--- src/rtl/core/pgs_pkg.sv ---
// ============================================================================
// pgs_pkg
// Shared types, codes and keyword tables of the grayscale PAM stream parser.
// ============================================================================
package pgs_pkg;

    localparam int DIM_BITS_DEF = 16;
    localparam int NUM_MAX      = 65535;
    localparam int ACC_BITS     = 17;
    localparam int KW_COUNT     = 6;

    // Result kinds
    typedef enum logic [2:0] {
        KIND_HEADER = 3'd0,
        KIND_ACCEPT = 3'd1,
        KIND_PIXEL  = 3'd2,
        KIND_ERROR  = 3'd3,
        KIND_IGNORE = 3'd4
    } kind_t;

    // Parser phase, one-hot
    typedef enum logic [7:0] {
        PH_MAGIC  = 8'b0000_0001,
        PH_LEAD   = 8'b0000_0010,
        PH_KEY    = 8'b0000_0100,
        PH_VALUE  = 8'b0000_1000,
        PH_REST   = 8'b0001_0000,
        PH_PIXELS = 8'b0010_0000,
        PH_DONE   = 8'b0100_0000,
        PH_ERROR  = 8'b1000_0000
    } phase_t;

    // Keyword indexes
    localparam logic [2:0] KW_WIDTH  = 3'd0;
    localparam logic [2:0] KW_HEIGHT = 3'd1;
    localparam logic [2:0] KW_DEPTH  = 3'd2;
    localparam logic [2:0] KW_MAXVAL = 3'd3;
    localparam logic [2:0] KW_TUPL   = 3'd4;
    localparam logic [2:0] KW_END    = 3'd5;
    localparam logic [2:0] KW_NONE   = 3'd6;

    typedef logic [KW_COUNT-1:0] kw_mask_t;
    localparam kw_mask_t ALL_ALIVE = '1;

    localparam logic [3:0] KW_LEN [KW_COUNT] = '{4'd5, 4'd6, 4'd5, 4'd6, 4'd8, 4'd6};

    localparam logic [7:0] KW_TEXT [KW_COUNT][8] = '{
        '{"W", "I", "D", "T", "H", 8'h00, 8'h00, 8'h00},
        '{"H", "E", "I", "G", "H", "T", 8'h00, 8'h00},
        '{"D", "E", "P", "T", "H", 8'h00, 8'h00, 8'h00},
        '{"M", "A", "X", "V", "A", "L", 8'h00, 8'h00},
        '{"T", "U", "P", "L", "T", "Y", "P", "E"},
        '{"E", "N", "D", "H", "D", "R", 8'h00, 8'h00}
    };

    localparam logic [3:0] GRAY_LEN = 4'd9;
    localparam logic [7:0] GRAY_TEXT [16] = '{
        "G", "R", "A", "Y", "S", "C", "A", "L", "E",
        8'h00, 8'h00, 8'h00, 8'h00, 8'h00, 8'h00, 8'h00
    };

    localparam logic [7:0] CHAR_NL = 8'h0A;

    // Header parser state carried between bytes
    typedef struct packed {
        phase_t                phase;
        kw_mask_t              alive;
        logic [3:0]            char_pos;
        logic [ACC_BITS-1:0]   acc;
    } hdr_state_t;

    localparam hdr_state_t HDR_RESET = '{
        phase:    PH_MAGIC,
        alive:    ALL_ALIVE,
        char_pos: 4'd0,
        acc:      '0
    };

    localparam hdr_state_t HDR_NEW_LINE = '{
        phase:    PH_LEAD,
        alive:    ALL_ALIVE,
        char_pos: 4'd0,
        acc:      '0
    };

    function automatic logic is_space(input logic [7:0] c);
        return (c == 8'h20) || (c == 8'h09) || (c == 8'h0D) ||
               (c == 8'h0B) || (c == 8'h0C);
    endfunction

endpackage

--- src/rtl/core/pgs_hdr.sv ---
// ============================================================================
// pgs_hdr
// Next-state logic of the PAM header parser for one byte.
// ============================================================================
module pgs_hdr #(
    parameter int DIM_BITS = pgs_pkg::DIM_BITS_DEF
) (
    input  logic [7:0]           data_byte,
    input  pgs_pkg::hdr_state_t  cur,
    input  logic [DIM_BITS-1:0]  width_cur,
    input  logic [DIM_BITS-1:0]  height_cur,
    output pgs_pkg::hdr_state_t  nxt,
    output logic [DIM_BITS-1:0]  width_next,
    output logic [DIM_BITS-1:0]  height_next,
    output pgs_pkg::kind_t       kind
);
    import pgs_pkg::*;

    localparam logic [19:0] DIM_LIMIT = 20'((64'd1 << DIM_BITS) - 64'd1);
    localparam logic [19:0] NUM_LIMIT = 20'(NUM_MAX);

    logic        nl;
    logic        ws;
    logic        digit;
    logic        err;
    logic [2:0]  match_idx;
    logic [2:0]  sel_idx;
    kw_mask_t    alive_step;
    logic [3:0]  pos_inc;
    logic [19:0] acc_wide;
    logic [19:0] acc_val;
    logic [19:0] limit;
    logic        gray_hit;

    assign nl    = (data_byte == CHAR_NL);
    assign ws    = is_space(data_byte);
    assign digit = (data_byte >= "0") && (data_byte <= "9");

    // Keyword lookup: fully matched keyword and first live keyword
    always_comb
    begin
        match_idx = KW_NONE;
        sel_idx   = KW_NONE;
        for (int k = KW_COUNT - 1; k >= 0; k--)
        begin
            if (cur.alive[k] && (KW_LEN[k] == cur.char_pos))
                match_idx = 3'(k);
            if (cur.alive[k])
                sel_idx = 3'(k);
        end
    end

    // Drop keywords that no longer match the text so far
    always_comb
    begin
        for (int k = 0; k < KW_COUNT; k++)
        begin
            alive_step[k] = cur.alive[k] && (cur.char_pos < KW_LEN[k]) &&
                            (KW_TEXT[k][cur.char_pos[2:0]] == data_byte);
        end
    end

    assign pos_inc  = (cur.char_pos == 4'd15) ? cur.char_pos : cur.char_pos + 4'd1;
    assign acc_wide = 20'(cur.acc);
    assign acc_val  = (acc_wide << 3) + (acc_wide << 1) + {16'd0, data_byte[3:0]};
    assign limit    = ((sel_idx == KW_WIDTH) || (sel_idx == KW_HEIGHT)) ? DIM_LIMIT
                                                                       : NUM_LIMIT;
    assign gray_hit = (cur.char_pos < GRAY_LEN) && (GRAY_TEXT[cur.char_pos] == data_byte);

    always_comb
    begin
        nxt         = cur;
        width_next  = width_cur;
        height_next = height_cur;
        kind        = KIND_HEADER;
        err         = 1'b0;

        unique case (cur.phase) inside
            PH_MAGIC:
            begin
                if (((cur.char_pos == 4'd0) && (data_byte == "P")) ||
                    ((cur.char_pos == 4'd1) && (data_byte == "7")))
                    nxt.char_pos = pos_inc;
                else if ((cur.char_pos == 4'd2) && nl)
                    nxt = HDR_NEW_LINE;
                else
                    err = 1'b1;
            end
            PH_LEAD, PH_KEY:
            begin
                if ((cur.phase == PH_LEAD) && ws)
                    nxt.alive[KW_END] = 1'b0;   // ENDHDR takes no indent
                else if ((cur.phase == PH_LEAD) && nl)
                    err = 1'b1;
                else if (ws || nl)
                begin
                    if ((match_idx == KW_END) && nl)
                    begin
                        nxt.phase = ((width_cur == '0) || (height_cur == '0)) ? PH_DONE
                                                                              : PH_PIXELS;
                        kind = KIND_ACCEPT;
                    end
                    else if ((match_idx == KW_END) || (match_idx == KW_NONE) || nl)
                        err = 1'b1;
                    else
                    begin
                        nxt.phase    = PH_VALUE;
                        nxt.alive    = '0;
                        nxt.alive[match_idx] = 1'b1;
                        nxt.char_pos = 4'd0;
                        nxt.acc      = '0;
                    end
                end
                else
                begin
                    nxt.phase    = PH_KEY;
                    nxt.alive    = alive_step;
                    nxt.char_pos = pos_inc;
                    if (alive_step == '0)
                        err = 1'b1;
                end
            end
            PH_VALUE:
            begin
                if ((cur.char_pos == 4'd0) && ws)
                    nxt = cur;
                else if (sel_idx == KW_TUPL)
                begin
                    if (ws || nl)
                    begin
                        if (cur.char_pos != GRAY_LEN)
                            err = 1'b1;
                        else if (nl)
                            nxt = HDR_NEW_LINE;
                        else
                            nxt.phase = PH_REST;
                    end
                    else if (gray_hit)
                        nxt.char_pos = pos_inc;
                    else
                        err = 1'b1;
                end
                else if (digit)
                begin
                    if (acc_val > limit)
                        err = 1'b1;
                    else
                    begin
                        nxt.acc      = acc_val[ACC_BITS-1:0];
                        nxt.char_pos = 4'd1;
                    end
                end
                else if (cur.char_pos == 4'd0)
                    err = 1'b1;
                else
                begin
                    unique case (sel_idx)
                        KW_WIDTH:  width_next  = cur.acc[DIM_BITS-1:0];
                        KW_HEIGHT: height_next = cur.acc[DIM_BITS-1:0];
                        KW_DEPTH:  err = (cur.acc != ACC_BITS'(1));
                        KW_MAXVAL: err = (cur.acc != ACC_BITS'(255));
                        default:   err = 1'b1;
                    endcase
                    if (nl)
                        nxt = HDR_NEW_LINE;
                    else
                        nxt.phase = PH_REST;
                end
            end
            PH_REST:
            begin
                if (nl)
                    nxt = HDR_NEW_LINE;
            end
            default:
                err = 1'b1;
        endcase

        if (err)
        begin
            nxt.phase = PH_ERROR;
            kind      = KIND_ERROR;
        end
    end

endmodule

--- src/rtl/core/pam_grayscale_stream_parser.sv ---
// ============================================================================
// pam_grayscale_stream_parser
// Byte-serial parser for 8-bit grayscale PAM (P7) files with pixel tagging.
// ============================================================================
//
//  Channel | Beat contents                  | Handshake
//  --------+--------------------------------+------------------------------
//  in      | data_byte, file_start          | in_valid / in_stall
//  out     | kind, pixel, row, col,         | out_valid / out_stall
//          | img_width, img_height,         |
//          | last_pixel                     |
//
//  One input beat gives exactly one output beat, one beat per cycle sustained while out is not stalled.
//  Parsing of a byte is a single combinational step from the parser state
//  registers into the output register, or into the skid register while out is held.
//  A skid register behind the output register holds one result while out is
//  stalled, so in_stall rises only when that skid register is full.
//  Reset (rst_n, asynchronous) returns the parser to the magic-line phase with
//  no size known; file_start on a beat does the same before that byte is used.
//
module pam_grayscale_stream_parser #(
    parameter int DIM_BITS = pgs_pkg::DIM_BITS_DEF
) (
    input  logic        clk,
    input  logic        rst_n,
    input  logic        in_valid,
    output logic        in_stall,
    input  logic [7:0]  data_byte,
    input  logic        file_start,
    output logic        out_valid,
    input  logic        out_stall,
    output logic [2:0]  kind,
    output logic [7:0]  pixel,
    output logic [15:0] row,
    output logic [15:0] col,
    output logic [15:0] img_width,
    output logic [15:0] img_height,
    output logic        last_pixel
);
    import pgs_pkg::*;

    typedef struct packed {
        kind_t       kind;
        logic [7:0]  pixel;
        logic [15:0] row;
        logic [15:0] col;
        logic [15:0] img_width;
        logic [15:0] img_height;
        logic        last;
    } res_t;

    // Parser state
    hdr_state_t          hdr_reg;
    hdr_state_t          hdr_next;
    logic [DIM_BITS-1:0] width_reg;
    logic [DIM_BITS-1:0] width_next;
    logic [DIM_BITS-1:0] height_reg;
    logic [DIM_BITS-1:0] height_next;
    logic [DIM_BITS-1:0] row_reg;
    logic [DIM_BITS-1:0] row_next;
    logic [DIM_BITS-1:0] col_reg;
    logic [DIM_BITS-1:0] col_next;

    // Output register and skid register
    res_t out_reg;
    res_t skid_reg;
    logic out_valid_reg;
    logic skid_valid_reg;

    // Current state after an optional file restart
    hdr_state_t          cur_hdr;
    logic [DIM_BITS-1:0] cur_width;
    logic [DIM_BITS-1:0] cur_height;
    logic [DIM_BITS-1:0] cur_row;
    logic [DIM_BITS-1:0] cur_col;

    hdr_state_t          parse_hdr;
    logic [DIM_BITS-1:0] parse_width;
    logic [DIM_BITS-1:0] parse_height;
    kind_t               parse_kind;

    logic [DIM_BITS:0]   col_inc;
    logic [DIM_BITS:0]   row_inc;
    logic                col_end;
    logic                row_end;

    res_t res_new;
    logic accept;
    logic out_fire;

    assign accept   = in_valid && !in_stall;
    assign out_fire = out_valid_reg && !out_stall;
    assign in_stall = skid_valid_reg;

    // A file start clears everything before the byte is looked at
    assign cur_hdr    = file_start ? HDR_RESET : hdr_reg;
    assign cur_width  = file_start ? '0 : width_reg;
    assign cur_height = file_start ? '0 : height_reg;
    assign cur_row    = file_start ? '0 : row_reg;
    assign cur_col    = file_start ? '0 : col_reg;

    pgs_hdr #(
        .DIM_BITS    (DIM_BITS)
    ) u_hdr (
        .data_byte   (data_byte),
        .cur         (cur_hdr),
        .width_cur   (cur_width),
        .height_cur  (cur_height),
        .nxt         (parse_hdr),
        .width_next  (parse_width),
        .height_next (parse_height),
        .kind        (parse_kind)
    );

    // Raster position: wrap the column at the width; the image ends after the last row
    assign col_inc = {1'b0, cur_col} + (DIM_BITS+1)'(1);
    assign row_inc = {1'b0, cur_row} + (DIM_BITS+1)'(1);
    assign col_end = (col_inc >= {1'b0, cur_width});
    assign row_end = (row_inc >= {1'b0, cur_height});

    always_comb
    begin
        hdr_next    = cur_hdr;
        width_next  = cur_width;
        height_next = cur_height;
        row_next    = cur_row;
        col_next    = cur_col;

        res_new.kind       = KIND_HEADER;
        res_new.pixel      = 8'd0;
        res_new.row        = 16'd0;
        res_new.col        = 16'd0;
        res_new.last       = 1'b0;

        unique case (cur_hdr.phase) inside
            PH_ERROR:
                res_new.kind = KIND_ERROR;
            PH_DONE:
                res_new.kind = KIND_IGNORE;
            PH_PIXELS:
            begin
                res_new.kind  = KIND_PIXEL;
                res_new.pixel = data_byte;
                res_new.row   = 16'(cur_row);
                res_new.col   = 16'(cur_col);
                if (col_end)
                begin
                    col_next = '0;
                    if (row_end)
                    begin
                        res_new.last   = 1'b1;
                        hdr_next.phase = PH_DONE;
                    end
                    else
                        row_next = row_inc[DIM_BITS-1:0];
                end
                else
                    col_next = col_inc[DIM_BITS-1:0];
            end
            default:
            begin
                hdr_next     = parse_hdr;
                width_next   = parse_width;
                height_next  = parse_height;
                res_new.kind = parse_kind;
                // Start the raster fresh when the header closes
                if (parse_kind == KIND_ACCEPT)
                begin
                    row_next = '0;
                    col_next = '0;
                end
            end
        endcase

        res_new.img_width  = 16'(width_next);
        res_new.img_height = 16'(height_next);
    end

    // Parser state advances on every accepted beat
    always_ff @(posedge clk or negedge rst_n)
    begin
        if (!rst_n)
        begin
            hdr_reg    <= HDR_RESET;
            width_reg  <= '0;
            height_reg <= '0;
            row_reg    <= '0;
            col_reg    <= '0;
        end
        else if (accept)
        begin
            hdr_reg    <= hdr_next;
            width_reg  <= width_next;
            height_reg <= height_next;
            row_reg    <= row_next;
            col_reg    <= col_next;
        end
    end

    // Output and skid valid flags
    always_ff @(posedge clk or negedge rst_n)
    begin
        if (!rst_n)
        begin
            out_valid_reg  <= 1'b0;
            skid_valid_reg <= 1'b0;
        end
        else if (skid_valid_reg)
        begin
            if (out_fire)
                skid_valid_reg <= 1'b0;     // skid drains into the output
        end
        else if (accept)
        begin
            if (!out_valid_reg || out_fire)
                out_valid_reg <= 1'b1;
            else
                skid_valid_reg <= 1'b1;     // output held, park the new result
        end
        else if (out_fire)
            out_valid_reg <= 1'b0;
    end

    // Result payloads
    always_ff @(posedge clk)
    begin
        if (skid_valid_reg)
        begin
            if (out_fire)
                out_reg <= skid_reg;
        end
        else if (accept)
        begin
            if (!out_valid_reg || out_fire)
                out_reg <= res_new;
            else
                skid_reg <= res_new;
        end
    end

    assign out_valid  = out_valid_reg;
    assign kind       = out_reg.kind;
    assign pixel      = out_reg.pixel;
    assign row        = out_reg.row;
    assign col        = out_reg.col;
    assign img_width  = out_reg.img_width;
    assign img_height = out_reg.img_height;
    assign last_pixel = out_reg.last;

endmodule

--- config.mk ---
export PLATFORM = sky130hd
export DESIGN_NAME = pam_grayscale_stream_parser
export DESIGN_NICKNAME = d
export VERILOG_FILES = /design/src/rtl/core/pgs_pkg.sv /design/src/rtl/core/pgs_hdr.sv /design/src/rtl/core/pam_grayscale_stream_parser.sv
export SDC_FILE = /design/constraint.sdc
export NUM_CORES = 1
export LEC_CHECK = 0
export BUFFER_PORTS_ARGS = -buffer_cell sky130_fd_sc_hd__buf_4
export CAP_MARGIN = 20
export CORE_MARGIN = 2
export CORE_UTILIZATION = 44
export DETAILED_ROUTE_END_ITERATION = 6
export GPL_TIMING_DRIVEN = 1
export RECOVER_POWER = 50
export SLEW_MARGIN = 20
export SYNTH_ARGS = -nofsm -noshare
export SYNTH_HDL_FRONTEND = slang
export SYNTH_HIERARCHICAL = 1
export SYNTH_SLANG_ARGS = --single-unit
--- constraint.sdc ---
create_clock -name clk -period 9.8 [get_ports clk]
set_input_delay 1.96 -clock clk [delete_from_list [all_inputs] [get_ports clk]]
set_output_delay 1.96 -clock clk [all_outputs]
set_load 0.02 [all_outputs]
==> results.md, run 1 <==
* Share of cells above drive strength 1 at 14.14%
* FF+latch count, synth at 253
* Unrepaired setup endpoints after global routing: false
* Max H-tree Level at 1
* Rows at a little over 70
* Wire per inst at ~20 um
* Syn avg cell area at slightly below 10 um2
* Vias per cell at around 5.9
* R2r setup slk at 3.22 ns
* MaxCap Viol Count at 6
* Antenna violations before repair at 0
* Skew-Pair Late Insertion Delay at between 0.5 and 0.6 ns
* Hold WS at between 0.4 and 0.5 ns
* Ports at between 90 and 100
* Gpl congestion at 0.9501
* Critical path's slowest cell: o211a_1
* Largest net degree at the start of global routing at slightly below 80
* Postcts setup bufs at 0
* Worst relative slew slack at -187.3%
* Top cell type's share of synthesized area at 27.07%
* Slew @ Worst Pin at between 4 and 5 ns
* I/O Buffers at 90
* Largest register FFs at 76
* Crit. End Element: flop
* Syn_nets at 1838
* Synth Flop Type: edfxtp_1
* Hold depth at 2
* Min Tclk post-route at about 7.6 ns
* Nets at roughly 1900
* Setup tns final at 0 ns
* Crit path launch type: input pin
* Post-synth EDFFs at 152
* Setup Skew at roughly 0.012 ns
* Number of global-route vias before repair at 13000
* Post-synth top cells: nand2_1 (277), edfxtp_1 (152), mux2_2 (124)
* First-pass GRT wire length at around 74000 um
* # diodes at 0
* Hold Path End: hdr_reg[27]
* Detailed Routing Iterations Pass 1 at 6
* GR Overflow Total at 0
* Power density cells at ~190 nW/um2
* Crit path kind: in2reg
* CTS Buf Count at 29
* Lkg Pwr at roughly 7.5 nW
* Ranking of synthesized cells by area: edfxtp_1 (27%), dfrtp_1 (14%), mux2_2 (8.3%)
* Worst-case clock buffer depth at 3
* Setup WS pre-CTS at 1.611 ns
* Mapped Area at 16860 um2
* VDD IR max at between 0.15 and 0.2 mV
* R2r startpoint: in_stall
* WL final at approximately 47000 um
* DP HPWL at 33110 um
* Slew Limit Fails at approximately 330
* Final ANT Viol Nets at 0
* Fmax at about 130 MHz
* CTS tree: yes
* CTS sink count at about 250
* Levels on crit path at 21
* Clk pin slew, worst setup/hold paths at roughly 0.07 ns
* Sequential share of the synthesized area at 42.11%
* Area leader, netlist: edfxtp_1
* Yosys Warn Count at 6
* Final worst slack at roughly 2.2 ns
* Critical path data arrival time at 8.11 ns
* Worst path buffer plus inverter count at 3
* Maximum net fanout on the critical path at 65
* Initial cell density of the core at 44.76%
* Core ar. at ~38000 um2
* R2R depth at 5
* Gr usage total at between 20% and 30%
* Finished Core Util at approximately half
* Worst Path Required at between 10 and 15 ns
* Final critical-path share of the clock period at between 70% and 80%
* Count of distinct cell types in the synthesized netlist at 104
* Drt drc at 0
* Synth-to-Final Area Change at 10.03%
* Cell Chain, Critical Path: buf_4, nor2b_1, inv_1, fa_1, inv_1, ha_1, nor2b_1, o31ai_1, a31o_2, nor4b_1, or3_1, o211a_1, nand3_1, a21o_1, nor3b_1, a31oi_1, a2bb2oi_1, nand2b_1, and2_1, a21o_1, a22o_1
* Cells after Synth at approximately 1700
* Hold path startpoint: hdr_reg[27]
* Die Span X at roughly 200 um
* Vias at approximately 14000
* Final setup fails at 0
* Post-CTS Hold Buffers at 0
* Cts repair resizes at 0
* Outcome: finished, violations left
* Failing checks: capacitance limit, slew limit
* CTS root buf: clkbuf_16
* Most frequent cell after synthesis: nand2_1
* Worst min path class: reg2reg
* Area of the die at ~40000 um2
* Final Hold Fails at 0
* Crit path max-delay family: simple AND/OR/NAND/NOR gates
* Total chip power at around 3.6 mW
* 1st-iter DRT viols at 1213
* RR Endpoint: img_height[11]
* Chip height at between 150 and 200 um
* Slowest Stage Delay on Critical Path at 0.60 ns
* Synth async-reset ratio at between 30% and 40%
==> worst min-delay path: stages (launching register included) <==
cell	delay, ns
dfstp_2	0.37
nand2_1	0.05
nand2_1	0.04
==> routing by layer <==
metal | GRT usage [%] | routed length [um] | share of wire [%] | up-vias
met5 | 0 | 0 | 0 | -
met4 | 7.023 | 1339 | 2.8 | 0
met3 | 2.923 | 2295 | 4.8 | 75
met2 | 38.50 | 22190 | 47 | 381
met1 | 33.12 | 21580 | 46 | 6680
li1 | - | - | - | 6443
==> cell usage in the layout (no fill, tap or decap), drive strengths merged, types with 19 or more instances in the layout <==
master  netlist  final
mux2        124    124
nand4        20     20
a22o         19     19
nor4         26     26
and2         43     43
clkbuf       57    121
nand3        48     48
inv          73     76
o21ai       112    112
xnor2        36     36
buf          47     23
ha           77     77
nor2         83     83
nor3         33     33
dfrtp        94     94
o31ai        21     21
xor2         24     24
a21oi        67     67
nand2       279    279
edfxtp      152    152
nor2b        52     52
==> area by class of cell <==
| cell class | instances | area, um2 |
|---|---|---|
| Fill cell | 3624 | 19110 |
| Multi-Input combinational cell | 1316 | 9011 |
| Sequential cell | 253 | 7104 |
| Clock buffer | 37 | 785.8 |
| Tap cell | 511 | 639.4 |
| Timing Repair Buffer | 107 | 488.0 |
| Inverter | 73 | 274.0 |
| Clock inverter | 17 | 250.2 |
==> power breakdown <==
| group | switching (mW) | internal (mW) |
|---|---|---|
| sequential | 0.0836 | 1.41 |
| combinational | 0.650 | 0.264 |
| clock | 0.473 | 0.705 |
==> worst max path at each step <==
stage / start / endpoint / slack (ns)
2_1_floorplan: file_start / row_reg[7] / 2.93
3_3_place_gp: file_start / row_reg[4] / 1.74
3_5_place_dp: file_start / row_reg[14] / 1.61
4_1_cts: file_start / row_reg[14] / 2.23
5_1_grt: in_valid / img_width[4] / 1.73
6_report: file_start / row_reg[14] / 2.17
==> metrics by stage <==
step | area [um2] | cells
2_1_floorplan | 16860 | 1746
3_3_place_gp | 17840 | 2259
3_5_place_dp | 17840 | 2259
4_1_cts | 18870 | 2313
5_1_grt | 18550 | 2314
6_report | 18550 | 2314
==> logic make-up after synthesis <==
family | share of synthesized area [%]
AO/OA/AOI/OAI | 15.26
XOR/XNOR | 3.117
adder cells (fa/ha/maj) | 5.951
buffers and inverters | 4.601
flip-flops | 42.11
multiplexers | 8.756
other | 0.02224
AND/OR/NAND/NOR | 20.18
Note: power is estimated with default switching activity, not from simulation.
==> run 2: changes to the inputs <==
==> constraint.sdc (replaced) <==
create_clock -name clk -period 7.2 [get_ports clk]
set_input_delay 1.44 -clock clk [delete_from_list [all_inputs] [get_ports clk]]
set_output_delay 1.44 -clock clk [all_outputs]
set_load 0.02 [all_outputs]
==> results.md, run 2 (same netlist as run 1, synthesis figures left out) <==
* Cell Chain, Critical Path: buf_4, nor2b_1, inv_1, fa_1, inv_1, ha_1, nor2b_1, o31ai_1, a31o_2, nor4b_1, or3_1, o211ai_2, nor3_1, o21ai_0, nor3b_1, a31oi_1, a2bb2oi_1, nand2b_1, and2_1, a21o_1, a22o_1
* Detailed Routing Iterations Pass 1 at 5 (-1)
* Gpl congestion at 0.9264 (-2.5%)
* Switch share at 34.37% (+0.67 points)
* I/O Buffers at 90 (unchanged)
* Sequential power share at 42.6% (+1.0 points)
* CTS tree: yes
* Post-CTS Hold Buffers at 0 (unchanged)
* CTS sink count at 253 (unchanged)
* Die Span X at 199.8 um (unchanged)
* First-pass GRT wire length at 75760 um (+2.1%)
* Crit path max-delay family: simple AND/OR/NAND/NOR gates
* Cell area after layout at 18620 um2 (+0.36%)
* Initial cell density of the core at 44.76% (unchanged)
* Crit path kind: in2reg
* Postcts setup bufs at 0 (unchanged)
* Cts repair resizes at 0 (unchanged)
* Storage element area at 7104 um2 (unchanged)
* Setup Skew at 0.01908 ns (+0.007434 ns)
* Slew @ Worst Pin at 2.824 ns (-1.486 ns)
* Drt drc at 0 (unchanged)
* Worst min path class: reg2reg
* 1st-iter DRT viols at 1195 (-1.5%)
* Net Sw Power at 1.633 mW (+35%)
* Max H-tree Level at 1 (unchanged)
* Total chip power at 4.753 mW (+33%)
* Multi-input gate area at 9005 um2 (about the same)
* Leading cell type in the layout, fill and taps excluded: nand2_1
* Min Tclk post-route at 6.273 ns
* Slowest Stage Delay on Critical Path at 0.47 ns (-0.13 ns)
* Layout fillers at 3609 (-0.41%)
* Wire per inst at 20.69 um (+0.98%)
* Failing checks: capacitance limit, slew limit
* Core ar. at 37670 um2 (unchanged)
* Critical path data arrival time at 6.77 ns (-1.34 ns)
* Combinational Power Share at 26.1% (+0.6 points)
* WL final at 48290 um (+1.9%)
* MaxCap Viol Count at 5 (-1)
* Final critical-path share of the clock period at between 80% and 90%
* Slew Limit Fails at 238 (-27%)
* Gr usage total at 24.31% (+0.65 points)
* Share of cells above drive strength 1 at 15.03% (+0.89 points)
* Crit path launch type: input pin
* Final Hold Fails at 0 (unchanged)
* R2r setup slk at 1.78 ns (-1.44 ns)
* Crit. End Element: flop
* CTS Buf Count at 29 (unchanged)
* Worst-case clock buffer depth at 3 (unchanged)
* Clock power share at 31.3% (-1.6 points)
* Vias at 13780 (+1.4%)
* Pint at 3.120 mW (+31%)
* Most frequent cells in the layout: nand2_1 (277), edfxtp_1 (152), mux2_2 (124)
* Final setup fails at 0 (unchanged)
* Critical path's slowest cell: nor3_1
* Post-placement cell area at 17980 um2 (+0.81%)
* GR Overflow Total at 0 (unchanged)
* Unrepaired setup endpoints after global routing: false
* Lkg Pwr at 7.608 nW (+1.5%)
* CTS root buf: clkbuf_16
* Rows at 71 (unchanged)
* Number of global-route vias before repair at 13160 (+1.3%)
* VDD IR max at 0.1614 mV (-5.6%)
* Final worst slack at 0.9270 ns (-1.239 ns)
* Area of the die at 39900 um2 (unchanged)
* Ports at 91 (unchanged)
* Setup tns final at 0 ns (unchanged)
* Synth-to-Final Area Change at 10.43%
* Chip height at 199.8 um (unchanged)
* Setup WS pre-CTS at 0.4443 ns (-1.167 ns)
* Clk pin slew, worst setup/hold paths at 0.07 ns (about the same)
* Maximum net fanout on the critical path at 38 (-42%)
* DP HPWL at 34040 um (+2.8%)
* Largest register FFs at 76 (unchanged)
* Fmax at 159.4 MHz
* Largest net degree at the start of global routing at 77 (unchanged)
* Final ANT Viol Nets at 0 (unchanged)
* Nets at 1892 (+1.1%)
* # diodes at 0 (unchanged)
* Antenna violations before repair at 0 (unchanged)
* Power density cells at 255.3 nW/um2 (+32%)
* Skew-Pair Late Insertion Delay at 0.57 ns (-0.02 ns)
* Worst path buffer plus inverter count at 3 (unchanged)
* Worst relative slew slack at -88.28% (+99 points)
* Hold WS at 0.4671 ns (+0.01077 ns)
* Vias per cell at 5.902 (+0.57%)
* Worst Path Required at 7.69 ns (-2.59 ns)
* Outcome: finished, violations left
[run 2: cell count changes in the layout (fill, tap and decap cells not counted), moves of 2 or more]
| cell | change |
|---|---|
| clkbuf_2 | +2 |
| clkinvlp_4 | -4 |
| clkbuf_1 | -3 |
| and2_1 | +23 |
| and2_0 | -23 |
| clkinv_2 | +4 |
| inv_6 | +2 |
| bufinv_16 | -2 |
| buf_4 | +20 |
| clkinv_1 | +3 |
[run 2: power groups by stage]
stage               combinational [mW]  clock [mW]  sequential [mW]
CTS                               1.40        1.52             2.04
detailed placement                1.39           0             2.06
global placement                  1.39           0             2.06
floorplan                        0.707           0             2.24
global route                      1.35        1.58             2.07
finish                            1.24        1.49             2.03
[run 2: path summary, 6_finish.rpt]
path | startpoint | to | cells after the start
max in group asynchronous | rst_n | in_stall | 2
min in group asynchronous | rst_n | hdr_reg[14] | 1
hold reg to reg | hdr_reg[27] | hdr_reg[27] | 2
setup reg to reg | hdr_reg[0] | row_reg[3] | 20
setup / recovery | file_start | row_reg[3] | 21
hold / removal | hdr_reg[27] | hdr_reg[27] | 2
[run 2: layer usage]
| layer | routed length, um | vias up | track usage [%] |
|---|---|---|---|
| li1 | - | 6484 | - |
| met1 | 21560 | 6729 | 33.56 |
| met2 | 22180 | 469 | 38.91 |
| met3 | 2996 | 93 | 4.066 |
| met4 | 1542 | 0 | 8.066 |
| met5 | 0 | - | 0 |
[run 2: through the flow]
stage / std cells / util [%]
2_1_floorplan: 1746 / -
3_3_place_gp: 2278 / 47.73
3_5_place_dp: 2278 / 47.74
4_1_cts: 2332 / 50.26
5_1_grt: 2334 / 49.44
6_report: 2334 / 49.44
[run 2: final cells by class]
type,count,area share [%]
multi-input combinational,1316,48.36
tap,511,3.434
inverter,73,1.472
clock buffer,36,4.146
clock inverter,18,0.9542
timing repair buffer,127,3.481
sequential,253,38.15
[run 2: tightest hold or removal path: cells and delay by family, from the launching register on]
kind | cells | cell delay, ns
DFF | 1 | 0.37
and+or+nand+nor | 2 | 0.10
